## config.mk

```make
export PLATFORM = sky130hd
export DESIGN_NAME = civil_datetime_to_epoch_seconds_core_flat
export DESIGN_NICKNAME = d
export VERILOG_FILES = /design/src/rtl/cdes_pkg.sv /design/src/rtl/cdes_time_if.sv /design/src/rtl/cdes_epoch_if.sv /design/src/rtl/cdes_pipe_ctrl.sv /design/src/rtl/cdes_date_split.sv /design/src/rtl/cdes_day_count.sv /design/src/rtl/cdes_sec_scale.sv /design/src/rtl/civil_datetime_to_epoch_seconds_core.sv /design/src/flat_wrapper.sv
export SDC_FILE = /design/constraint.sdc
export NUM_CORES = 2
export LEC_CHECK = 0
export ABC_CLOCK_PERIOD_IN_PS = 12300
export BUFFER_PORTS_ARGS = -buffer_cell sky130_fd_sc_hd__buf_4
export CAP_MARGIN = 10
export CORE_ASPECT_RATIO = 1.2
export CORE_MARGIN = 2
export CORE_UTILIZATION = 45
export DETAILED_ROUTE_END_ITERATION = 12
export GPL_TIMING_DRIVEN = 0
export PLACE_DENSITY_LB_ADDON = 0.12
export SYNTH_ARGS = -nofsm -noshare
export SYNTH_HDL_FRONTEND = slang
export SYNTH_SLANG_ARGS = --single-unit
export TNS_END_PERCENT = 5
```

## constraint.sdc

```tcl
create_clock -name clk -period 12.3 [get_ports clk]
set_input_delay 1.23 -clock clk [delete_from_list [all_inputs] [get_ports clk]]
set_output_delay 1.23 -clock clk [all_outputs]
set_load 0.005 [all_outputs]
```

## src/rtl/cdes_pkg.sv

```systemverilog
package cdes_pkg;

	// Pipeline depth: one valid bit and one register set for each stage.
	localparam int unsigned NUM_STAGES = 7;

	// Field widths.
	localparam int unsigned YEAR_W = 16;
	localparam int unsigned BYTE_W = 8;
	localparam int unsigned EPOCH_W = 32;

	// Internal widths, sized to the ranges that the arithmetic can reach.
	localparam int unsigned YPROD_W = 34;
	localparam int unsigned ERA_W = 8;
	localparam int unsigned YOE_W = 9;
	localparam int unsigned MPROD_W = 16;
	localparam int unsigned MQ_W = 32;
	localparam int unsigned DOY_W = 14;
	localparam int unsigned TOD_W = 20;
	localparam int unsigned MIN60_W = 14;
	localparam int unsigned YTERM_W = 18;
	localparam int unsigned YCENT_W = 15;
	localparam int unsigned DAYS_W = 27;
	localparam int unsigned SECS_W = 43;

	// Months up to February belong to the previous March-based year.
	localparam logic [BYTE_W-1:0] LAST_SHIFTED_MONTH = 8'd2;
	localparam logic [BYTE_W-1:0] MONTH_WRAP_ADD = 8'd9;
	localparam logic [BYTE_W-1:0] MONTH_SHIFT_SUB = 8'd3;

	// Month start: (153 * index + 2) / 5, the division done by reciprocal.
	localparam logic [MPROD_W-1:0] MONTH_MUL = 16'd153;
	localparam logic [MPROD_W-1:0] MONTH_BIAS = 16'd2;
	localparam logic [MQ_W-1:0] DIV5_RECIP = 32'd52429;
	localparam int unsigned DIV5_SHIFT = 18;

	// Era: year / 400 by reciprocal, exact for every 16-bit year.
	localparam logic [YPROD_W-1:0] ERA_RECIP = 34'd167773;
	localparam int unsigned ERA_SHIFT = 26;
	localparam logic [YEAR_W-1:0] YEARS_PER_ERA = 16'd400;
	localparam logic [YOE_W-1:0] LAST_YEAR_OF_ERA = 9'd399;

	// Day of era terms; year of era / 100 by reciprocal, exact for every 9-bit value.
	localparam logic [YTERM_W-1:0] DAYS_PER_YEAR = 18'd365;
	localparam logic [YCENT_W-1:0] CENT_RECIP = 15'd41;
	localparam int unsigned CENT_SHIFT = 12;

	localparam logic signed [DAYS_W-1:0] DAYS_PER_ERA = 27'sd146097;
	localparam logic signed [DAYS_W-1:0] DAYS_TO_EPOCH = 27'sd719468;

	localparam logic [TOD_W-1:0] SECONDS_PER_HOUR = 20'd3600;
	localparam logic [MIN60_W-1:0] SECONDS_PER_MINUTE = 14'd60;
	localparam logic signed [SECS_W-1:0] SECONDS_PER_DAY = 43'sd86400;

	typedef logic [NUM_STAGES-1:0] stage_vec_t;

	// Pipeline control handed from the controller to the datapath.
	typedef struct packed {
		stage_vec_t adv;  // stage register loads this cycle
		stage_vec_t vld;  // stage holds a live transaction
	} pipe_ctl_t;

endpackage

```

## src/rtl/cdes_time_if.sv

```systemverilog
interface cdes_time_if;

	logic       valid;
	logic       ready;
	logic [15:0] year_value;
	logic [7:0] month_value;
	logic [7:0] day_value;
	logic [7:0] hour_value;
	logic [7:0] minute_value;
	logic [7:0] second_value;

	modport source (
		output valid, year_value, month_value, day_value,
		output hour_value, minute_value, second_value,
		input  ready
	);

	modport sink (
		input  valid, year_value, month_value, day_value,
		input  hour_value, minute_value, second_value,
		output ready
	);

endinterface

```

## src/rtl/cdes_epoch_if.sv

```systemverilog
interface cdes_epoch_if;

	logic        valid;
	logic        ready;
	logic [31:0] epoch_seconds;

	modport source (
		output valid, epoch_seconds,
		input  ready
	);

	modport sink (
		input  valid, epoch_seconds,
		output ready
	);

endinterface

```

## src/rtl/cdes_pipe_ctrl.sv

```systemverilog
module cdes_pipe_ctrl (
	input  logic              clk,
	input  logic              arst_n,
	input  logic              in_valid,
	output logic              in_ready,
	output logic              out_valid,
	input  logic              out_ready,
	output cdes_pkg::pipe_ctl_t ctl
);

	cdes_pkg::stage_vec_t vld_q;
	cdes_pkg::stage_vec_t adv;

	// A stage may load when it is empty or when the stage after it moves on.
	always_comb begin
		adv[cdes_pkg::NUM_STAGES-1] = !vld_q[cdes_pkg::NUM_STAGES-1] || out_ready;
		for (int k = cdes_pkg::NUM_STAGES - 2; k >= 0; k--) begin
			adv[k] = !vld_q[k] || adv[k+1];
		end
	end

	// Valid bits travel alongside the data registers.
	always_ff @(posedge clk or negedge arst_n) begin
		if (!arst_n) begin
			vld_q <= '0;
		end else begin
			if (adv[0]) begin
				vld_q[0] <= in_valid;
			end
			for (int k = 1; k < cdes_pkg::NUM_STAGES; k++) begin
				if (adv[k]) begin
					vld_q[k] <= vld_q[k-1];
				end
			end
		end
	end

	assign in_ready  = adv[0];
	assign out_valid = vld_q[cdes_pkg::NUM_STAGES-1];
	assign ctl.adv   = adv;
	assign ctl.vld   = vld_q;

endmodule

```

## src/rtl/cdes_date_split.sv

```systemverilog
module cdes_date_split (
	input  logic                               clk,
	input  cdes_pkg::pipe_ctl_t                ctl,
	input  logic [cdes_pkg::YEAR_W-1:0]        year_value,
	input  logic [cdes_pkg::BYTE_W-1:0]        month_value,
	input  logic [cdes_pkg::BYTE_W-1:0]        day_value,
	input  logic [cdes_pkg::BYTE_W-1:0]        hour_value,
	input  logic [cdes_pkg::BYTE_W-1:0]        minute_value,
	input  logic [cdes_pkg::BYTE_W-1:0]        second_value,
	output logic signed [cdes_pkg::YOE_W-1:0]  era_s3,
	output logic [cdes_pkg::YOE_W-1:0]         yoe_s3,
	output logic signed [cdes_pkg::DOY_W-1:0]  doy_s3,
	output logic [cdes_pkg::TOD_W-1:0]         tod_s3
);

	logic                               early;
	logic [cdes_pkg::YEAR_W-1:0]        ysh;
	logic [cdes_pkg::BYTE_W-1:0]        idx;

	logic                               neg_s1;
	logic [cdes_pkg::YEAR_W-1:0]        y_s1;
	logic [cdes_pkg::YPROD_W-1:0]       yprod_s1;
	logic [cdes_pkg::MPROD_W-1:0]       mprod_s1;
	logic [cdes_pkg::BYTE_W-1:0]        day_s1;
	logic [cdes_pkg::TOD_W-1:0]         hprod_s1;
	logic [cdes_pkg::MIN60_W-1:0]       min60_s1;
	logic [cdes_pkg::BYTE_W-1:0]        sec_s1;

	logic                               neg_s2;
	logic [cdes_pkg::YEAR_W-1:0]        y_s2;
	logic [cdes_pkg::ERA_W-1:0]         era_s2;
	logic [cdes_pkg::MQ_W-1:0]          mq_s2;
	logic [cdes_pkg::BYTE_W-1:0]        day_s2;
	logic [cdes_pkg::TOD_W-1:0]         tod_s2;

	logic [cdes_pkg::YEAR_W-1:0]        era400;
	logic [cdes_pkg::YEAR_W-1:0]        yoe_full;

	// Shift the year to start in March and pick the month index.
	always_comb begin
		early = (month_value <= cdes_pkg::LAST_SHIFTED_MONTH);
		ysh   = year_value - cdes_pkg::YEAR_W'(early);
		idx   = early ? (month_value + cdes_pkg::MONTH_WRAP_ADD)
		              : (month_value - cdes_pkg::MONTH_SHIFT_SUB);
	end

	// Stage 1: reciprocal product for the era, month product, time-of-day products.
	// A month up to February of year zero lands in era -1; that case is flagged.
	always_ff @(posedge clk) begin
		if (ctl.adv[0]) begin
			neg_s1   <= early && (year_value == '0);
			y_s1     <= ysh;
			yprod_s1 <= cdes_pkg::YPROD_W'(ysh) * cdes_pkg::ERA_RECIP;
			mprod_s1 <= cdes_pkg::MPROD_W'(idx) * cdes_pkg::MONTH_MUL + cdes_pkg::MONTH_BIAS;
			day_s1   <= day_value;
			hprod_s1 <= cdes_pkg::TOD_W'(hour_value) * cdes_pkg::SECONDS_PER_HOUR;
			min60_s1 <= cdes_pkg::MIN60_W'(minute_value) * cdes_pkg::SECONDS_PER_MINUTE;
			sec_s1   <= second_value;
		end
	end

	// Stage 2: era out of the product, divide-by-five product, time of day summed.
	always_ff @(posedge clk) begin
		if (ctl.adv[1]) begin
			neg_s2 <= neg_s1;
			y_s2   <= y_s1;
			era_s2 <= yprod_s1[cdes_pkg::ERA_SHIFT +: cdes_pkg::ERA_W];
			mq_s2  <= cdes_pkg::MQ_W'(mprod_s1) * cdes_pkg::DIV5_RECIP;
			day_s2 <= day_s1;
			tod_s2 <= hprod_s1 + cdes_pkg::TOD_W'(min60_s1) + cdes_pkg::TOD_W'(sec_s1);
		end
	end

	// Year of era is what remains after the whole eras are taken out.
	always_comb begin
		era400   = cdes_pkg::YEAR_W'(era_s2) * cdes_pkg::YEARS_PER_ERA;
		yoe_full = y_s2 - era400;
	end

	// Stage 3: signed era, year of era and day of year (which may be -1).
	always_ff @(posedge clk) begin
		if (ctl.adv[2]) begin
			if (neg_s2) begin
				era_s3 <= -9'sd1;
				yoe_s3 <= cdes_pkg::LAST_YEAR_OF_ERA;
			end else begin
				era_s3 <= signed'(cdes_pkg::YOE_W'(era_s2));
				yoe_s3 <= yoe_full[cdes_pkg::YOE_W-1:0];
			end
			doy_s3 <= signed'(mq_s2[cdes_pkg::DIV5_SHIFT +: cdes_pkg::DOY_W])
			        + signed'(cdes_pkg::DOY_W'(day_s2)) - 14'sd1;
			tod_s3 <= tod_s2;
		end
	end

endmodule

```

## src/rtl/cdes_day_count.sv

```systemverilog
module cdes_day_count (
	input  logic                                clk,
	input  cdes_pkg::pipe_ctl_t                 ctl,
	input  logic signed [cdes_pkg::YOE_W-1:0]   era_s3,
	input  logic [cdes_pkg::YOE_W-1:0]          yoe_s3,
	input  logic signed [cdes_pkg::DOY_W-1:0]   doy_s3,
	input  logic [cdes_pkg::TOD_W-1:0]          tod_s3,
	output logic signed [cdes_pkg::DAYS_W-1:0]  days_s5,
	output logic [cdes_pkg::TOD_W-1:0]          tod_s5
);

	logic signed [cdes_pkg::DAYS_W-1:0] era_x;

	logic signed [cdes_pkg::DAYS_W-1:0] eraday_s4;
	logic [cdes_pkg::YTERM_W-1:0]       yterm_s4;
	logic [cdes_pkg::YCENT_W-1:0]       ycent_s4;
	logic signed [cdes_pkg::DOY_W-1:0]  doy_s4;
	logic [cdes_pkg::TOD_W-1:0]         tod_s4;

	logic signed [cdes_pkg::DAYS_W-1:0] yterm_x;
	logic signed [cdes_pkg::DAYS_W-1:0] ycent_x;
	logic signed [cdes_pkg::DAYS_W-1:0] doy_x;

	assign era_x = cdes_pkg::DAYS_W'(era_s3);

	// Stage 4: days of whole eras, year-of-era days with leap years every fourth,
	// and the product whose top bits give the dropped century leap days.
	always_ff @(posedge clk) begin
		if (ctl.adv[3]) begin
			eraday_s4 <= era_x * cdes_pkg::DAYS_PER_ERA;
			yterm_s4  <= cdes_pkg::YTERM_W'(yoe_s3) * cdes_pkg::DAYS_PER_YEAR
			           + cdes_pkg::YTERM_W'(yoe_s3 >> 2);
			ycent_s4  <= cdes_pkg::YCENT_W'(yoe_s3) * cdes_pkg::CENT_RECIP;
			doy_s4    <= doy_s3;
			tod_s4    <= tod_s3;
		end
	end

	// Bring every term to the signed day width.
	always_comb begin
		yterm_x = signed'(cdes_pkg::DAYS_W'(yterm_s4));
		ycent_x = signed'(cdes_pkg::DAYS_W'(ycent_s4[cdes_pkg::YCENT_W-1:cdes_pkg::CENT_SHIFT]));
		doy_x   = cdes_pkg::DAYS_W'(doy_s4);
	end

	// Stage 5: days relative to the first of January 1970.
	always_ff @(posedge clk) begin
		if (ctl.adv[4]) begin
			days_s5 <= eraday_s4 + yterm_x - ycent_x + doy_x - cdes_pkg::DAYS_TO_EPOCH;
			tod_s5  <= tod_s4;
		end
	end

endmodule

```

## src/rtl/cdes_sec_scale.sv

```systemverilog
module cdes_sec_scale (
	input  logic                               clk,
	input  cdes_pkg::pipe_ctl_t                ctl,
	input  logic signed [cdes_pkg::DAYS_W-1:0] days_s5,
	input  logic [cdes_pkg::TOD_W-1:0]         tod_s5,
	output logic [cdes_pkg::EPOCH_W-1:0]       epoch_s7
);

	logic signed [cdes_pkg::SECS_W-1:0] days_x;
	logic signed [cdes_pkg::SECS_W-1:0] dprod_s6;
	logic [cdes_pkg::TOD_W-1:0]         tod_s6;
	logic signed [cdes_pkg::SECS_W-1:0] total;

	assign days_x = cdes_pkg::SECS_W'(days_s5);

	// Stage 6: days scaled to seconds.
	always_ff @(posedge clk) begin
		if (ctl.adv[5]) begin
			dprod_s6 <= days_x * cdes_pkg::SECONDS_PER_DAY;
			tod_s6   <= tod_s5;
		end
	end

	assign total = dprod_s6 + signed'(cdes_pkg::SECS_W'(tod_s6));

	// Stage 7: a negative total or one beyond 32 bits shows a set upper bit,
	// and then the result is zero.
	always_ff @(posedge clk) begin
		if (ctl.adv[6]) begin
			epoch_s7 <= (|total[cdes_pkg::SECS_W-1:cdes_pkg::EPOCH_W]) ? '0
			          : total[cdes_pkg::EPOCH_W-1:0];
		end
	end

endmodule

```

## src/rtl/civil_datetime_to_epoch_seconds_core.sv

```systemverilog
// Converts a UTC calendar date and time (proleptic Gregorian, no range checks on
// any field) into seconds since 1970-01-01 00:00:00; a total below zero or above
// 32 bits gives 0. The datapath is a seven-stage register pipeline: a transaction
// accepted at the input passes every stage register before it is offered as a
// result; a new transaction can be accepted on every cycle unless the pipe stalls.
// When the result is not taken, the run of full stages next to the output holds
// while any empty stage behind it keeps filling, so input ready drops only once all
// seven stages carry a transaction and the result is still not taken.
module civil_datetime_to_epoch_seconds_core (
	input  logic        clk,
	input  logic        arst_n,
	cdes_time_if.sink   civil,
	cdes_epoch_if.source epoch
);

	cdes_pkg::pipe_ctl_t ctl;

	logic signed [cdes_pkg::YOE_W-1:0]  era_s3;
	logic [cdes_pkg::YOE_W-1:0]         yoe_s3;
	logic signed [cdes_pkg::DOY_W-1:0]  doy_s3;
	logic [cdes_pkg::TOD_W-1:0]         tod_s3;
	logic signed [cdes_pkg::DAYS_W-1:0] days_s5;
	logic [cdes_pkg::TOD_W-1:0]         tod_s5;
	logic [cdes_pkg::EPOCH_W-1:0]       epoch_s7;

	// Valid bits and stage loads.
	cdes_pipe_ctrl u_ctrl (
		.clk       (clk),
		.arst_n    (arst_n),
		.in_valid  (civil.valid),
		.in_ready  (civil.ready),
		.out_valid (epoch.valid),
		.out_ready (epoch.ready),
		.ctl       (ctl)
	);

	// Era, year of era, day of year and time of day.
	cdes_date_split u_split (
		.clk          (clk),
		.ctl          (ctl),
		.year_value   (civil.year_value),
		.month_value  (civil.month_value),
		.day_value    (civil.day_value),
		.hour_value   (civil.hour_value),
		.minute_value (civil.minute_value),
		.second_value (civil.second_value),
		.era_s3       (era_s3),
		.yoe_s3       (yoe_s3),
		.doy_s3       (doy_s3),
		.tod_s3       (tod_s3)
	);

	// Day count relative to the epoch.
	cdes_day_count u_days (
		.clk     (clk),
		.ctl     (ctl),
		.era_s3  (era_s3),
		.yoe_s3  (yoe_s3),
		.doy_s3  (doy_s3),
		.tod_s3  (tod_s3),
		.days_s5 (days_s5),
		.tod_s5  (tod_s5)
	);

	// Seconds, and a zero result for a total outside 32 bits.
	cdes_sec_scale u_secs (
		.clk      (clk),
		.ctl      (ctl),
		.days_s5  (days_s5),
		.tod_s5   (tod_s5),
		.epoch_s7 (epoch_s7)
	);

	assign epoch.epoch_seconds = epoch_s7;

`ifndef ASSERT_OFF
	// With the output stage free to move, the pipeline must take a new transaction.
	assert property (@(posedge clk) disable iff (!arst_n)
		(!epoch.valid || epoch.ready) |-> civil.ready)
		else $error("input stalled although the output stage can advance");

	// A full pipeline facing a stalled output must refuse input.
	assert property (@(posedge clk) disable iff (!arst_n)
		((&ctl.vld) && !epoch.ready) |-> !civil.ready)
		else $error("input accepted into a full, stalled pipeline");

	// An accepted transaction occupies the first stage on the next cycle.
	assert property (@(posedge clk) disable iff (!arst_n)
		(civil.valid && civil.ready) |=> ctl.vld[0])
		else $error("accepted transaction missing from the first stage");

	// A result only appears after the stage before the output held a transaction.
	assert property (@(posedge clk) disable iff (!arst_n)
		$rose(epoch.valid) |-> $past(ctl.vld[cdes_pkg::NUM_STAGES-2]))
		else $error("result appeared without a transaction behind it");
`endif

endmodule

```

## src/flat_wrapper.sv

```systemverilog
// flat-port wrapper written by rule: the top's interface ports become plain ports
module civil_datetime_to_epoch_seconds_core_flat 
  (clk, arst_n, civil_valid, civil_year_value, civil_month_value, civil_day_value, civil_hour_value, civil_minute_value, civil_second_value, civil_ready, epoch_valid, epoch_epoch_seconds, epoch_ready);
  cdes_time_if civil_i ();
  cdes_epoch_if epoch_i ();
  input  logic clk;
  input  logic arst_n;
  input wire logic [$bits(civil_i.valid)-1:0] civil_valid;
  input wire logic [$bits(civil_i.year_value)-1:0] civil_year_value;
  input wire logic [$bits(civil_i.month_value)-1:0] civil_month_value;
  input wire logic [$bits(civil_i.day_value)-1:0] civil_day_value;
  input wire logic [$bits(civil_i.hour_value)-1:0] civil_hour_value;
  input wire logic [$bits(civil_i.minute_value)-1:0] civil_minute_value;
  input wire logic [$bits(civil_i.second_value)-1:0] civil_second_value;
  output wire logic [$bits(civil_i.ready)-1:0] civil_ready;
  output wire logic [$bits(epoch_i.valid)-1:0] epoch_valid;
  output wire logic [$bits(epoch_i.epoch_seconds)-1:0] epoch_epoch_seconds;
  input wire logic [$bits(epoch_i.ready)-1:0] epoch_ready;
  assign civil_i.valid = civil_valid;
  assign civil_i.year_value = civil_year_value;
  assign civil_i.month_value = civil_month_value;
  assign civil_i.day_value = civil_day_value;
  assign civil_i.hour_value = civil_hour_value;
  assign civil_i.minute_value = civil_minute_value;
  assign civil_i.second_value = civil_second_value;
  assign civil_ready = civil_i.ready;
  assign epoch_valid = epoch_i.valid;
  assign epoch_epoch_seconds = epoch_i.epoch_seconds;
  assign epoch_i.ready = epoch_ready;
  civil_datetime_to_epoch_seconds_core u_core (.clk(clk), .arst_n(arst_n), .civil(civil_i), .epoch(epoch_i));
endmodule
```

Word level (Yosys, flattened, before mapping)
Cells that the tools add are included.
- output and inout bits: 34
- flip-flop bits (word level): 470
- word-level logic and storage cells: 81
- reduce and logical (&&, ||, !) cells: 17
- $lt $le $gt $ge: 1
- add/sub/neg operators: 15
- multipliers: 10
- mux-type cells: 2
- operator list (kind ; number):
    $add 43x21->43 ; 1
    $mul 27x11->36 const B ; 1
    $mul 16x18->34 const B ; 1
    $mul 16x16->32 const B ; 1
    $mul 8x8->16 const B ; 2
    $add 27x14->27 ; 1
    $add 27x19->27 ; 1
    $mul 9x19->27 const B ; 1
    $sub 27x21->27 const B ; 1
    $sub 27x4->27 ; 1
    $add 20x14->20 ; 1
    $add 20x8->20 ; 1
    $add 18x7->18 ; 1
    $mul 9x9->18 const B ; 1
    $add 16x2->16 const B ; 1
    $logic_not 16->1 ; 1
    $sub 16x1->16 ; 1
    $mul 9x6->15 const B ; 1
    $add 14x9->14 ; 1
    $sub 14x2->14 const B ; 1
    $mul 8x4->12 const B ; 1
    $reduce_or 11->1 ; 1
    $mux 9 ; 1
    $sub 9x9->9 ; 1
    8 further kinds ; 20

Longest topological paths before layout
- depth after elaboration: 8
- mapped depth: 32

Hierarchy
A second synthesis with hierarchy kept.
- cell total of the unflattened synthesis: 3661
- area, all modules: 41023.1 sq um
- by module, submodules not included (module ; area each (sq um) ; seq. area each (sq um) ; instances ; cells an instance):
    cdes_date_split ; 19752.7 ; 5705.5 ; 1 ; 1692
    cdes_day_count ; 11944.0 ; 3873.7 ; 1 ; 1081
    cdes_sec_scale ; 9022.4 ; 2642.5 ; 1 ; 862
    cdes_pipe_ctrl ; 304.0 ; 175.2 ; 1 ; 26

Least setup slack after synthesis
OpenSTA, ideal clock, no wires.
- path kind: input-to-reg
- from: input port civil_month_value[0]
- to: register u_core.u_split.yprod_s1[27] (netlist bit), data pin
- setup time: 0.259 ns
- path buffers: 0
- cell stages on the path: 29
- arrival: 8.031 ns
- slack: 4.010 ns
- required time: 12.041 ns
- cell sequence: inv_1 > ha_1 > inv_1 > a211oi_1 > and2_1 > ha_1 > nand2_1 > or4_1 > xnor2_1 > ha_1 > fa_1 > inv_1 > fa_1 > inv_1 > fa_1 > fa_1 > inv_1 > fa_1 > inv_1 > ha_1 > a21o_1 > a21o_1 > a21o_1 > a21o_1 > a21o_1 > a21o_1 > a21oi_1 > o32ai_1 > o31a_1
- cells in the longest elaborated chain, start to end: 3
- RTL lines (element ; RTL line ; RTL):
    start: declaration ; flat_wrapper.sv:10 ; input wire logic [$bits(civil_i.month_value)-1:0] civil_month_value;
    $le 8x2->1 ; cdes_date_split.sv:41 ; early = (month_value <= cdes_pkg::LAST_SHIFTED_MONTH);
    $sub 16x1->16 ; cdes_date_split.sv:42 ; ysh = year_value - cdes_pkg::YEAR_W'(early);
    net u_core.u_split.ysh (one bit) ; cdes_date_split.sv:17 ; logic [cdes_pkg::YEAR_W-1:0] ysh;
    $mul 16x18->34 ; cdes_date_split.sv:53 ; yprod_s1 <= cdes_pkg::YPROD_W'(ysh) * cdes_pkg::ERA_RECIP;
    end signal: assignment ; cdes_date_split.sv:53 ;
    end: declaration ; cdes_date_split.sv:22 ; logic [cdes_pkg::YPROD_W-1:0] yprod_s1;
The timed path passes the listed nets, and every way through them passes these cells.
A chain may end at the register's enable or synchronous reset.

Final worst setup path
- from: input port civil_month_value[0]
- to: register u_core.u_split.yprod_s1[33] (netlist bit), data pin
- cells in the longest elaborated chain, start to end: 3
- RTL lines (element ; RTL line):
    $le 8x2->1 ; cdes_date_split.sv:41
    $sub 16x1->16 ; cdes_date_split.sv:42
    $mul 16x18->34 ; cdes_date_split.sv:53
Every way passes these cells.

==> impl_metrics.toml <==
[clock_network]
path_clk_slew_ns = 0.06
numCtsBuffers = 48
cts.sinks = 414
htree_levels = 2
post_cts_resized = 0
cts-hold-fix-buffers = 0
cts.path.max_buffers = 3
cts_tree = "yes"
cts-root-buf = "clkbuf_16"
clk_latency_ns = 0.63
post_cts_buffers = 0

[setup_path]
cp_max_fo = 5
r2r_start = "u_core.u_split.mprod_s1[2]"
r2r_cells = 17
cp-end-kind = "flip-flop"
critPathCapture = "u_core.u_split.yprod_s1[33]"
critPathLaunch = "civil_month_value[0]"
crit_path_start_kind = "input port"
required_ns = 12.65
crit_slowest_cell = "fa_1"
critPathKind = "in2reg"
worst_path_largest_cell_delay_ns = 0.54
worst_ep_arrival_time_ns = 9.06
r2r-end = "u_core.u_split.mq_s2[31]"
rrSetupSlack_ns = 6.10

[placement]
hpwl_mm = 62.95
port_buffers = 93
routabilityCongestion = 0.8667
dp.cells = 4731

[hold_path]
hold_class = "reg2reg"

[grt]
grt_overflow = 0
grt_max_degree = 68
grt_pass1_vias = 24870
grt_pass1_wl_mm = 123.0
globalRouteTotalUtil = 0.1702
antenna_found_initial = 0

[yosys]
synth_cell_types = 71
synth.top_cell.area_share = 0.3079
synth.net_count = 4690
synth_seq_cells = 414
synth_area_per_cell_um2 = 11.41
synth_top_area_cell = "edfxtp_1"
synth_cells = 3478
synthesis.area_um2 = 39700
synthTopCellsByArea = "edfxtp_1 31%, ha_1 24%, fa_1 19%"
ys.flop_type = "edfxtp_1"
async_flop_share = 0.01691
yosys_warnings = 0
synth_edf_count = 407
ys_seq_area_frac = 0.3123

[sta]
maxSlewHeadroom = 0.2991
setup_tns_ns = 0
fin_crit_sh = 0.7074
grt_setup_unrepaired = "false"
slew_violations = 0
setup_viol = 0
period_minus_slack_ns = 8.701
max_freq_mhz = 114.9
tightestPinTransition_ns = 1.048
hold_violations = 0
finClkSkew_ns = 0.04734

[drt]
post-route-drc-count = 0
drt_iter0_markers = 707
ant_nets = 0
wl_per_cell_um = 15.15
wl_mm = 73.08
viasPerCell = 4.846
dr_total_vias = 23370
dr.pass1.iters = 4

[flow_run]
cap_violations = 0

[die]
io_pins = 94
start_util = 0.4534
coreArea_um2 = 87550
die-area_um2 = 90610
fp.dieW_um = 275.1
fp-row-count = 119
chipHeight_um = 329.4

[layout]
syn_to_final_growth_pct = 10.19
finalNonFillerCells = 4823
layout-drive-gt1-share = 0.06587
layout.nets = 4846
fillCellCount = 8049
antenna_cells = 0

[status]
outcome = "completed"
==> critical path, delay by kind of cell <==
family / cells / cell delay (ns)
adders and majority gates: 9 / 3.20
AOI/OAI and AO/OA: 8 / 1.94
xor gates and xnor gates: 3 / 1.09
and+or+nand+nor: 5 / 0.83
buffers and inverters: 6 / 0.78
==> logic make-up after synthesis <==
| family | synth area share |
|---|---|
| adders and majority gates | 0.4344 |
| muxes | 0.0005043 |
| and+or+nand+nor | 0.05393 |
| buffers and inverters | 0.08000 |
| DFF | 0.3123 |
| xor gates and xnor gates | 0.04810 |
| AOI/OAI and AO/OA | 0.07076 |
==> routing by layer <==
layer / share of wire / vias to the layer above / global-route usage
li1: - / 11910 / -
met3: 0.023 / 100 / 0.01873
met1: 0.42 / 11130 / 0.1996
met5: 0 / - / 0
met2: 0.53 / 227 / 0.3247
met4: 0.026 / 0 / 0.04759
==> worst min-delay path by stage <==
stage                               from                        to  slack, ns  cells past startpoint
3_5_place_dp   u_core.u_split.tod_s3[10]  u_core.u_days.tod_s4[10]       0.40                      0
5_1_grt                           arst_n    u_core.u_ctrl.vld_q[5]       0.37                      1
2_1_floorplan   u_core.u_split.doy_s3[0]   u_core.u_days.doy_s4[0]       0.40                      0
6_report        u_core.u_split.tod_s3[9]   u_core.u_days.tod_s4[9]       0.39                      0
3_3_place_gp      u_core.u_split.y_s1[8]    u_core.u_split.y_s2[8]       0.40                      0
4_1_cts                           arst_n    u_core.u_ctrl.vld_q[5]       0.35                      1
==> sequential cells by signal (all words and copies together) (netlist names), 16 cells and up <==
register,cells
u_core.u_split.tod_s3,20
u_core.u_days.eraday_s4,27
u_core.u_split.mprod_s1,16
u_core.u_days.days_s5,27
u_core.u_days.yterm_s4,18
u_core.u_secs.epoch_s7,32
u_core.u_split.tod_s2,20
u_core.u_days.tod_s4,20
u_core.u_days.tod_s5,20
u_core.u_split.hprod_s1,16
u_core.u_secs.dprod_s6,36
u_core.u_secs.tod_s6,20
==> Yosys cell counts (all sizes together), types with 4 or more instances <==
master,instances
a211o,5
a211oi,14
a21boi,8
a21o,73
a21oi,146
a31oi,13
a41oi,4
and2,12
and3,23
and4,4
buf,7
dfrtp,7
edfxtp,407
fa,377
ha,775
inv,830
nand2,84
nand2b,23
nand3,36
nand4,19
nor2,105
nor2b,23
nor3,38
nor3b,4
nor4,9
o211ai,7
o21a,15
o21ai,60
o21bai,38
o31a,6
o31ai,7
o41ai,6
or2,24
or3,8
or4,5
xnor2,150
xor2,68
==> placed cells by master (no fill, tap or decap), types with 19 or more instances in the layout <==
| cell | netlist | routed |
|---|---|---|
| a21o_1 | 73 | 73 |
| a21oi_1 | 145 | 145 |
| and3_1 | 22 | 22 |
| buf_4 | 1 | 96 |
| clkbuf_16 | 0 | 48 |
| edfxtp_1 | 407 | 407 |
| fa_1 | 377 | 377 |
| ha_1 | 775 | 775 |
| inv_1 | 830 | 829 |
| nand2_1 | 84 | 82 |
| nand2b_1 | 23 | 23 |
| nand3_1 | 36 | 34 |
| nand4_1 | 19 | 19 |
| nor2_1 | 105 | 105 |
| nor2b_1 | 23 | 23 |
| nor3_1 | 33 | 33 |
| o21ai_0 | 57 | 57 |
| o21bai_1 | 38 | 38 |
| or2_2 | 23 | 23 |
| xnor2_1 | 150 | 150 |
| xor2_1 | 68 | 68 |
==> stage by stage <==
stage	hold slack [ns]	setup WS, ns	utilization	instance area (um2)
6_report	0.3886	3.599	0.4996	43740
5_1_grt	0.3676	3.025	0.4996	43740
4_1_cts	0.3491	3.534	0.4992	43700
3_5_place_dp	0.4045	2.905	0.4803	42050
3_3_place_gp	0.4013	1.921	0.4778	41830
2_1_floorplan	0.4003	4.010	-	39700
==> cell type report <==
cell class / count / area (um2) / area share
Buffer: 10 / 60.06 / 0.001373
Clock buffer: 55 / 1257 / 0.02875
Clock inverter: 35 / 392.9 / 0.008982
Inverter: 830 / 3118 / 0.07129
Multi-Input combinational cell: 2224 / 24150 / 0.5520
Sequential cell: 414 / 12400 / 0.2834
Tap cell: 1149 / 1438 / 0.03287
Timing Repair Buffer: 106 / 930.9 / 0.02128
Power is left out: the tool's default activity adds up to more than one toggle a clock period on the data nets, which glitch-free logic cannot reach.
